<file path="src/rtl/lfpid_pkg.sv">
// Shared types and constants for the line follower PID drive.
package lfpid_pkg;

  localparam int unsigned RefreshMsDef  = 10;
  localparam int unsigned SampleBitsDef = 10;

  localparam int unsigned DivW   = 43;
  localparam int unsigned DvsW   = 32;
  localparam int unsigned CntW   = $clog2(DivW);

  localparam logic [2:0] RegThreshold = 3'd0;
  localparam logic [2:0] RegGainP     = 3'd1;
  localparam logic [2:0] RegGainI     = 3'd2;
  localparam logic [2:0] RegGainD     = 3'd3;
  localparam logic [2:0] RegIntLimit  = 3'd4;
  localparam logic [2:0] RegNominal   = 3'd5;
  localparam logic [2:0] RegSearch    = 3'd6;
  localparam logic [2:0] RegSpeedLim  = 3'd7;

  typedef struct packed {
    logic busy;
    logic done;
  } div_status_t;

  typedef enum logic [3:0] {
    StIdle,
    StCent,
    StCentWait,
    StDue,
    StDivI,
    StDivIWait,
    StDivD,
    StDivDWait,
    StMulP,
    StMulI,
    StMulD,
    StScale,
    StDrive,
    StOut
  } state_e;

endpackage

</file>
<file path="src/rtl/lfpid_div.sv">
// Bit-serial restoring divider, one quotient bit per cycle.
module lfpid_div (
  input  logic                             clk_i,
  input  logic                             rst_ni,
  input  logic                             start_i,
  input  logic [lfpid_pkg::DivW-1:0]       dividend_i,
  input  logic [lfpid_pkg::DvsW-1:0]       divisor_i,
  output logic [lfpid_pkg::DivW-1:0]       quotient_o,
  output lfpid_pkg::div_status_t           status_o
);

  logic [lfpid_pkg::DivW-1:0] dvd_q;
  logic [lfpid_pkg::DvsW-1:0] dvs_q;
  logic [lfpid_pkg::DvsW-1:0] rem_q, rem_d;
  logic [lfpid_pkg::CntW-1:0] cnt_q;
  logic                       busy_q, done_q;
  logic [lfpid_pkg::DvsW:0]   shifted;
  logic                       ge;

  always_comb begin
    shifted = {rem_q, dvd_q[lfpid_pkg::DivW-1]};
    ge      = shifted >= {1'b0, dvs_q};
    rem_d   = ge ? lfpid_pkg::DvsW'(shifted - {1'b0, dvs_q})
                 : shifted[lfpid_pkg::DvsW-1:0];
  end

  always_ff @(posedge clk_i or negedge rst_ni) begin
    if (!rst_ni) begin
      busy_q <= 1'b0;
      done_q <= 1'b0;
      cnt_q  <= '0;
    end else if (start_i) begin
      busy_q <= 1'b1;
      done_q <= 1'b0;
      cnt_q  <= '0;
    end else if (busy_q) begin
      cnt_q <= cnt_q + 1'b1;
      if (cnt_q == lfpid_pkg::CntW'(lfpid_pkg::DivW - 1)) begin
        busy_q <= 1'b0;
        done_q <= 1'b1;
      end
    end else begin
      done_q <= 1'b0;
    end
  end

  always_ff @(posedge clk_i) begin
    if (start_i) begin
      dvd_q <= dividend_i;
      dvs_q <= divisor_i;
      rem_q <= '0;
    end else if (busy_q) begin
      rem_q <= rem_d;
      dvd_q <= {dvd_q[lfpid_pkg::DivW-2:0], ge};
    end
  end

  assign quotient_o    = dvd_q;
  assign status_o.busy = busy_q;
  assign status_o.done = done_q;

endmodule

</file>
<file path="src/rtl/line_follower_pid_drive.sv">
// Top level: line follower centroid error, PID correction and H-bridge drive.
//
// One item is taken at a time: in_stall_o is high from the input transfer until the
// result is loaded into the output register. out_valid_o rises soonest when no analog
// sensor sees line, later when line is seen but the PID step is not due, and latest
// when the PID step runs; a stalled output register holds the result back in StOut.
// The order of steps is set by the bit-serial divider, which is started, shifts out
// its quotient bits and then reports done. It is used once for the centroid and
// twice more (integral step, derivative) when the PID step is due, followed by three
// multiply-accumulate steps, scale and drive. A finished result waits in the output
// register while the next item is already taken.
module line_follower_pid_drive #(
  parameter int unsigned REFRESH_MS  = lfpid_pkg::RefreshMsDef,
  parameter int unsigned SAMPLE_BITS = lfpid_pkg::SampleBitsDef
) (
  input  logic        clk_i,
  input  logic        rst_ni,
  input  logic        cfg_we_i,
  input  logic [2:0]  cfg_addr_i,
  input  logic [15:0] cfg_wdata_i,
  input  logic        in_valid_i,
  output logic        in_stall_o,
  input  logic        edge_sensor_level_i,
  input  logic [9:0]  reading_a_i,
  input  logic [9:0]  reading_b_i,
  input  logic [9:0]  reading_c_i,
  input  logic [9:0]  reading_d_i,
  input  logic [9:0]  reading_e_i,
  input  logic [9:0]  reading_f_i,
  input  logic [31:0] now_ms_i,
  output logic        out_valid_o,
  input  logic        out_stall_i,
  output logic [7:0]  left_forward_pwm_o,
  output logic [7:0]  left_reverse_pwm_o,
  output logic [7:0]  right_forward_pwm_o,
  output logic [7:0]  right_reverse_pwm_o,
  output logic        line_seen_o
);

  localparam logic [9:0] SampleMask =
    (SAMPLE_BITS >= 10) ? 10'h3FF : 10'((1 << SAMPLE_BITS) - 1);

  // configuration
  logic [9:0]  thr_q;
  logic [15:0] kp_q, ki_q, kd_q, ilim_q;
  logic [7:0]  nom_q, srch_q, slim_q;

  always_ff @(posedge clk_i or negedge rst_ni) begin
    if (!rst_ni) begin
      thr_q  <= 10'd512;
      kp_q   <= 16'd256;
      ki_q   <= 16'd0;
      kd_q   <= 16'd0;
      ilim_q <= 16'd2560;
      nom_q  <= 8'd150;
      srch_q <= 8'd120;
      slim_q <= 8'd255;
    end else if (cfg_we_i) begin
      case (cfg_addr_i)
        lfpid_pkg::RegThreshold: thr_q  <= cfg_wdata_i[9:0];
        lfpid_pkg::RegGainP:     kp_q   <= cfg_wdata_i;
        lfpid_pkg::RegGainI:     ki_q   <= cfg_wdata_i;
        lfpid_pkg::RegGainD:     kd_q   <= cfg_wdata_i;
        lfpid_pkg::RegIntLimit:  ilim_q <= cfg_wdata_i;
        lfpid_pkg::RegNominal:   nom_q  <= cfg_wdata_i[7:0];
        lfpid_pkg::RegSearch:    srch_q <= cfg_wdata_i[7:0];
        lfpid_pkg::RegSpeedLim:  slim_q <= cfg_wdata_i[7:0];
        default: ;
      endcase
    end
  end

  // centroid terms at transfer in
  logic [5:0]        hit;
  logic signed [4:0] num_c;
  logic [2:0]        den_c;

  always_comb begin
    hit[0] = (reading_a_i & SampleMask) <= thr_q;
    hit[1] = (reading_b_i & SampleMask) <= thr_q;
    hit[2] = (reading_c_i & SampleMask) <= thr_q;
    hit[3] = (reading_d_i & SampleMask) <= thr_q;
    hit[4] = (reading_e_i & SampleMask) <= thr_q;
    hit[5] = (reading_f_i & SampleMask) <= thr_q;
    num_c = (edge_sensor_level_i ? 5'sd0 : -5'sd4)
          + (hit[0] ? -5'sd2 : 5'sd0) + (hit[1] ? -5'sd1 : 5'sd0)
          + (hit[3] ? 5'sd1 : 5'sd0) + (hit[4] ? 5'sd2 : 5'sd0)
          + (hit[5] ? 5'sd4 : 5'sd0);
    den_c = 3'(!edge_sensor_level_i) + 3'(hit[0]) + 3'(hit[1]) + 3'(hit[2])
          + 3'(hit[3]) + 3'(hit[4]) + 3'(hit[5]);
  end

  lfpid_pkg::state_e state_q, state_d;

  logic signed [4:0]  num_q;
  logic [2:0]         den_q;
  logic               seen_q;
  logic [31:0]        now_q;
  logic signed [11:0] err_q, last_err_q, prev_err_q;
  logic signed [23:0] isum_q;
  logic [31:0]        last_time_q, e_q;
  logic [42:0]        prod_q;
  logic signed [16:0] integ_q;
  logic signed [21:0] deriv_q;
  logic               dneg_q;
  logic signed [41:0] acc_q;
  logic signed [25:0] corr_q;
  logic [7:0]         lf_q, lr_q, rf_q, rr_q;
  logic               out_valid_q, seen_out_q;
  logic [7:0]         lf_o_q, lr_o_q, rf_o_q, rr_o_q;

  // divider hookup
  logic                     div_start;
  logic [42:0]              div_dvd;
  logic [31:0]              div_dvs;
  logic [42:0]              div_quo;
  lfpid_pkg::div_status_t   div_st;

  lfpid_div u_div (
    .clk_i      (clk_i),
    .rst_ni     (rst_ni),
    .start_i    (div_start),
    .dividend_i (div_dvd),
    .divisor_i  (div_dvs),
    .quotient_o (div_quo),
    .status_o   (div_st)
  );

  logic [4:0]         abs_num;
  logic [10:0]        abs_err;
  logic signed [12:0] diff;
  logic [11:0]        abs_diff;
  logic [31:0]        e_c;
  logic               due;
  logic signed [11:0] err_c;
  logic signed [34:0] step_c, integ_c, ilim_c;
  logic signed [16:0] mul_a;
  logic signed [22:0] mul_b;
  logic signed [39:0] mul_p;
  logic signed [26:0] left_c, right_c;
  logic               load_out;

  always_comb begin
    abs_num  = num_q[4] ? 5'(-num_q) : 5'(num_q);
    abs_err  = err_q[11] ? 11'(-err_q) : 11'(err_q);
    diff     = 13'(err_q) - 13'(prev_err_q);
    abs_diff = diff[12] ? 12'(-diff) : 12'(diff);
    e_c      = now_q - last_time_q;
    due      = (e_c != 32'd0) && (e_c >= 32'(REFRESH_MS));
    err_c    = num_q[4] ? -$signed({1'b0, div_quo[10:0]}) : $signed({1'b0, div_quo[10:0]});
    step_c   = err_q[11] ? -$signed({2'b0, div_quo[32:0]}) : $signed({2'b0, div_quo[32:0]});
    integ_c  = 35'(isum_q) + step_c;
    ilim_c   = $signed({19'b0, ilim_q});
    if (integ_c > ilim_c) integ_c = ilim_c;
    else if (integ_c < -ilim_c) integ_c = -ilim_c;
  end

  // shared multiplier for the three gain terms
  always_comb begin
    case (state_q)
      lfpid_pkg::StMulI: begin
        mul_a = $signed({1'b0, ki_q});
        mul_b = 23'(integ_q);
      end
      lfpid_pkg::StMulD: begin
        mul_a = $signed({1'b0, kd_q});
        mul_b = 23'(deriv_q);
      end
      default: begin
        mul_a = $signed({1'b0, kp_q});
        mul_b = 23'(err_q);
      end
    endcase
    mul_p = mul_a * mul_b;
  end

  always_comb begin
    if (seen_q) begin
      left_c  = $signed({19'b0, nom_q}) + 27'(corr_q);
      right_c = $signed({19'b0, nom_q}) - 27'(corr_q);
    end else if (last_err_q > 12'sd0) begin
      left_c  = $signed({19'b0, srch_q});
      right_c = -$signed({19'b0, srch_q});
    end else if (last_err_q < 12'sd0) begin
      left_c  = -$signed({19'b0, srch_q});
      right_c = $signed({19'b0, srch_q});
    end else begin
      left_c  = '0;
      right_c = '0;
    end
  end

  function automatic logic [15:0] drive_split(input logic signed [26:0] cmd,
                                              input logic [7:0] lim);
    logic signed [26:0] l;
    logic signed [26:0] v;
    l = $signed({19'b0, lim});
    v = cmd;
    if (v > l) v = l;
    else if (v < -l) v = -l;
    if (v < 27'sd0) drive_split = {8'd0, 8'(-v)};
    else drive_split = {8'(v), 8'd0};
  endfunction

  // sequencer
  always_comb begin
    state_d   = state_q;
    div_start = 1'b0;
    div_dvd   = {30'b0, abs_num, 8'b0};
    div_dvs   = {29'b0, den_q};
    load_out  = 1'b0;
    case (state_q)
      lfpid_pkg::StIdle:
        if (in_valid_i) state_d = lfpid_pkg::StCent;
      lfpid_pkg::StCent: begin
        div_start = 1'b1;
        state_d   = lfpid_pkg::StCentWait;
      end
      lfpid_pkg::StCentWait:
        if (div_st.done) state_d = seen_q ? lfpid_pkg::StDue : lfpid_pkg::StDrive;
      lfpid_pkg::StDue:
        state_d = due ? lfpid_pkg::StDivI : lfpid_pkg::StDrive;
      lfpid_pkg::StDivI: begin
        div_start = 1'b1;
        div_dvd   = prod_q;
        div_dvs   = 32'd1000;
        state_d   = lfpid_pkg::StDivIWait;
      end
      lfpid_pkg::StDivIWait:
        if (div_st.done) state_d = lfpid_pkg::StDivD;
      lfpid_pkg::StDivD: begin
        div_start = 1'b1;
        div_dvd   = 43'(abs_diff * 22'd1000);
        div_dvs   = e_q;
        state_d   = lfpid_pkg::StDivDWait;
      end
      lfpid_pkg::StDivDWait:
        if (div_st.done) state_d = lfpid_pkg::StMulP;
      lfpid_pkg::StMulP: state_d = lfpid_pkg::StMulI;
      lfpid_pkg::StMulI: state_d = lfpid_pkg::StMulD;
      lfpid_pkg::StMulD: state_d = lfpid_pkg::StScale;
      lfpid_pkg::StScale: state_d = lfpid_pkg::StDrive;
      lfpid_pkg::StDrive: state_d = lfpid_pkg::StOut;
      lfpid_pkg::StOut:
        if (!out_valid_q || !out_stall_i) begin
          load_out = 1'b1;
          state_d  = lfpid_pkg::StIdle;
        end
      default: state_d = lfpid_pkg::StIdle;
    endcase
  end

  always_ff @(posedge clk_i or negedge rst_ni) begin
    if (!rst_ni) begin
      state_q     <= lfpid_pkg::StIdle;
      last_err_q  <= '0;
      prev_err_q  <= '0;
      isum_q      <= '0;
      last_time_q <= '0;
      out_valid_q <= 1'b0;
    end else begin
      state_q <= state_d;
      if (state_q == lfpid_pkg::StCentWait && div_st.done && seen_q) last_err_q <= err_c;
      if (state_q == lfpid_pkg::StDivIWait && div_st.done) isum_q <= 24'(integ_c);
      if (state_q == lfpid_pkg::StDivDWait && div_st.done) begin
        prev_err_q  <= err_q;
        last_time_q <= now_q;
      end
      if (load_out) out_valid_q <= 1'b1;
      else if (!out_stall_i) out_valid_q <= 1'b0;
    end
  end

  always_ff @(posedge clk_i) begin
    if (state_q == lfpid_pkg::StIdle && in_valid_i) begin
      num_q  <= num_c;
      den_q  <= den_c;
      seen_q <= |hit;
      now_q  <= now_ms_i;
    end
    case (state_q)
      lfpid_pkg::StCentWait: if (div_st.done) err_q <= err_c;
      lfpid_pkg::StDue: begin
        e_q    <= e_c;
        prod_q <= 43'(abs_err) * 43'(e_c);
        corr_q <= '0;
      end
      lfpid_pkg::StDivIWait: if (div_st.done) integ_q <= 17'(integ_c);
      lfpid_pkg::StDivD: dneg_q <= diff[12];
      lfpid_pkg::StDivDWait:
        if (div_st.done) begin
          deriv_q <= dneg_q ? -$signed({1'b0, div_quo[20:0]})
                            : $signed({1'b0, div_quo[20:0]});
          acc_q   <= '0;
        end
      lfpid_pkg::StMulP, lfpid_pkg::StMulI, lfpid_pkg::StMulD:
        acc_q <= acc_q + 42'(mul_p);
      lfpid_pkg::StScale:
        corr_q <= acc_q[41] ? 26'((acc_q + 42'sd65535) >>> 16) : 26'(acc_q >>> 16);
      lfpid_pkg::StDrive: begin
        {lf_q, lr_q} <= drive_split(left_c, slim_q);
        {rf_q, rr_q} <= drive_split(right_c, slim_q);
      end
      default: ;
    endcase
    if (load_out) begin
      lf_o_q     <= lf_q;
      lr_o_q     <= lr_q;
      rf_o_q     <= rf_q;
      rr_o_q     <= rr_q;
      seen_out_q <= seen_q;
    end
  end

  assign in_stall_o          = state_q != lfpid_pkg::StIdle;
  assign out_valid_o         = out_valid_q;
  assign left_forward_pwm_o  = lf_o_q;
  assign left_reverse_pwm_o  = lr_o_q;
  assign right_forward_pwm_o = rf_o_q;
  assign right_reverse_pwm_o = rr_o_q;
  assign line_seen_o         = seen_out_q;

endmodule

</file>
<file path="config.mk">
export PLATFORM = sky130hd
export DESIGN_NAME = line_follower_pid_drive
export DESIGN_NICKNAME = d
export VERILOG_FILES = /design/src/rtl/lfpid_pkg.sv /design/src/rtl/lfpid_div.sv /design/src/rtl/line_follower_pid_drive.sv
export SDC_FILE = /design/constraint.sdc
export NUM_CORES = 2
export LEC_CHECK = 0
export BUFFER_PORTS_ARGS = -buffer_cell sky130_fd_sc_hd__buf_2
export CAP_MARGIN = 25
export CELL_PAD_IN_SITES_DETAIL_PLACEMENT = 0
export CELL_PAD_IN_SITES_GLOBAL_PLACEMENT = 1
export CORE_MARGIN = 2
export CORE_UTILIZATION = 51
export CTS_BUF_LIST = sky130_fd_sc_hd__clkbuf_8 sky130_fd_sc_hd__clkbuf_16
export DETAILED_ROUTE_END_ITERATION = 8
export HOLD_SLACK_MARGIN = 0.02
export PLACE_DENSITY = 0.83
export RECOVER_POWER = 50
export SYNTH_ARGS = -nofsm -noshare
export SYNTH_HDL_FRONTEND = slang
export SYNTH_SLANG_ARGS = --single-unit
</file>
<file path="constraint.sdc">
create_clock -name clk_i -period 11.1 [get_ports clk_i]
set_clock_uncertainty 0.15 [all_clocks]
set_input_delay 3.33 -clock clk_i [delete_from_list [all_inputs] [get_ports clk_i]]
set_output_delay 3.33 -clock clk_i [all_outputs]
set_load 0.01 [all_outputs]
</file>
==> impl_metrics.json <==
{
  "area_growth_pct": 7.774,
  "synthArstFlopShare": 0.3189,
  "synthCells": 7116,
  "cts-root-buf": "clkbuf_16",
  "dieHeight_um": 363.5,
  "end_kind": "flop",
  "yosys.area_share.simple": 0.1500,
  "maxCapViolCount": 14,
  "wl_per_cell_um": 21.35,
  "ys_seq_elements": 599,
  "tns_ps": 0,
  "fmax_mhz": 101.0,
  "setup_viol": 0,
  "dieArea_um2": 132100,
  "synth_most_common_cell": "inv_1",
  "grt_usage": 0.2929,
  "fill_cells": 11470,
  "syn-num-nets": 8521,
  "synth_edf_count": 376,
  "critical_path_class": "reg2reg",
  "final_util": 0.5556,
  "antenna_found_initial": 10,
  "synth_area_um2": 65910,
  "cpLargestDelayFamily": "adder cells",
  "via_per_inst": 5.735,
  "synth_compound_area_frac": 0.1188,
  "synthXorXnorAreaFrac": 0.04558,
  "slowest_stage": "xor2_1",
  "io_pins": 152,
  "drc": 0,
  "grt_max_degree": 79,
  "maxSlewHeadroom": -2.603,
  "fin_nets": 8583,
  "avgSynthCellArea_um2": 9.262,
  "synth_area_leaders": "fa_1 (22%), edfxtp_1 (17%), ha_1 (10%)",
  "post-dp-hpwl_mm": 150.3,
  "crit_cells": 28,
  "ys_top_cells_by_count": "inv_1 (1093), nand2_1 (858), fa_1 (738)",
  "numPlacedInstances": 8765,
  "cts_max_path_buffers": 3,
  "timing.final.crit_share": 0.8921,
  "outcome": "finished, violations left",
  "finalNonFillerCells": 8901,
  "yosysTopAreaCell": "fa_1",
  "cts_tree": "done",
  "synth_top_family_by_area": "adder cells",
  "violations": "capacitance limit, slew limit",
  "vias": 51050,
  "hp-class": "reg2reg",
  "cp-start-kind": "flop",
  "initial_core_util": 0.5155,
  "htree_levels": 3,
  "slew_violations": 628,
  "path_buf_inv": 5,
  "synth-main-ff-cell": "edfxtp_1",
  "tightest_slew_ps": 5404,
  "detail-route-antenna-nets": 0,
  "grt_pass1_vias": 52180,
  "gp_congestion": 0.9415,
  "reg2regPathDepth": 28,
  "post_cts_resized": 0,
  "postCtsHoldBufs": 0,
  "dr.first_iter.drc_count": 4148,
  "hold_viol_final": 0,
  "postCtsSetupRepairBufs": 0,
  "rows": 131,
  "ys_seq_area_frac": 0.2539,
  "worstPathArrival_ps": 10290,
  "muxShareOfSynthArea": 0.02400,
  "required_ps": 11490,
  "overflow": 0,
  "cp_max_fo": 13,
  "worstSkewPairLatency_ps": 680,
  "die_w_um": 363.5,
  "port_buffers": 151,
  "synth_warnings": 0,
  "rsz0062_at_grt": "no",
  "drive_gt1_frac": 0.07507,
  "critPathMaxStageDelay_ps": 1200,
  "cpMostUsedCell": "fa_1",
  "synth_cell_type_count": 89,
  "yosys.area.top_type_share": 0.2242,
  "synth_fa_ha_area_frac": 0.3286,
  "cts_buffers": 70,
  "coreArea_um2": 127800,
  "drt-total-wl_mm": 190.1,
  "hold-path-cell-count": 0,
  "dr.pass1.iters": 7,
  "finalCriticalPeriod_ps": 9902,
  "clkSinkCount": 599,
  "grt_first_pass_wirelength_mm": 299.1,
  "path_clk_slew_ps": 70
}
## metal layers
metal,GRT usage,vias to the layer above,wire [um]
li1,-,23790,-
met1,0.3809,25340,78850
met2,0.4940,1551,91160
met3,0.03750,363,11090
met4,0.1227,6,8911
met5,0,-,47
## metrics by stage
step                      hold slack (ps)  area [um2]  worst slack (ps)
after floorplan                     250.3       65910              2392
final                               255.9       71030              1198
after detailed placement            254.5       68790              1302
after global routing                271.6       71020             739.8
after CTS                           258.1       71160              1347
after global placement              251.9       68710              1040
## worst reg2reg max path, delay by kind of cell, from the launching register on
| family | cells | cell delay (ps) |
|---|---|---|
| AO/OA/AOI/OAI | 9 | 2900 |
| AND/OR/NAND/NOR | 5 | 1250 |
| adder cells (fa/ha/maj) | 8 | 3520 |
| flip-flops | 1 | 340 |
| XOR/XNOR | 1 | 1200 |
| buffers and inverters | 5 | 400 |
## layout make-up
class	instances	area (um2)	share of cell area
inverter	1104	4144	0.05834
clock inverter	55	575.6	0.008103
timing repair buffer	269	1567	0.02205
multi-input combinational	5134	44120	0.6212
antenna	6	15.01	0.0002114
sequential	599	16740	0.2356
tap	1662	2079	0.02928
clock buffer	72	1790	0.02521
## state kept, by name, summed over array words and instances (netlist names), 17 cells and up
name and count:
now_q 32, deriv_q 22, prod_q 43, u_div.rem_q 32
u_div.quotient_o 43, integ_q 17, u_div.dvs_q 32, last_time_q 32
isum_q 24, corr_q 26, e_q 32, acc_q 42
## logic make-up after synthesis
family                     after synthesis
AOI/OAI and AO/OA                     1197
xor gates and xnor gates               343
adders and majority gates             1288
buffers and inverters                 1383
DFF                                    599
muxes                                  146
and+or+nand+nor                       2160
## layout by cell type, fill, tap and decap left out, types with 64 or more instances in the layout
cell type,count
a21o_1,130
a21oi_1,277
and2_1,84
and3_1,64
buf_2,145
buf_4,89
clkbuf_16,71
dfrtp_1,170
edfxtp_1,376
fa_1,738
ha_1,550
inv_1,1100
mux2_2,96
nand2_1,858
nand2b_1,70
nand3_1,83
nand4_1,74
nor2_1,561
nor2b_1,64
nor3_1,107
o21ai_0,293
xnor2_1,233
xor2_1,97
## worst paths after layout
kind | from | endpoint | slack [ps]
max reg2reg | now_q[0]$_DFFE_PP_ | prod_q[42]$_DFFE_PP_ | 1200
max in group asynchronous | rst_ni | u_div.busy_q$_DFF_PN0_ | 2870
min reg2reg | rf_q[7]$_SDFFCE_PP0N_ | right_forward_pwm_o[7]$_DFFE_PP_ | 260
max | now_q[0]$_DFFE_PP_ | prod_q[42]$_DFFE_PP_ | 1200
min | rf_q[7]$_SDFFCE_PP0N_ | right_forward_pwm_o[7]$_DFFE_PP_ | 260
min in group asynchronous | rst_ni | last_time_q[28]$_DFFE_PN0P_ | 4470
Power is not shown: default switching activity piles up to over one toggle a cycle in this logic, so the estimate is an artifact.
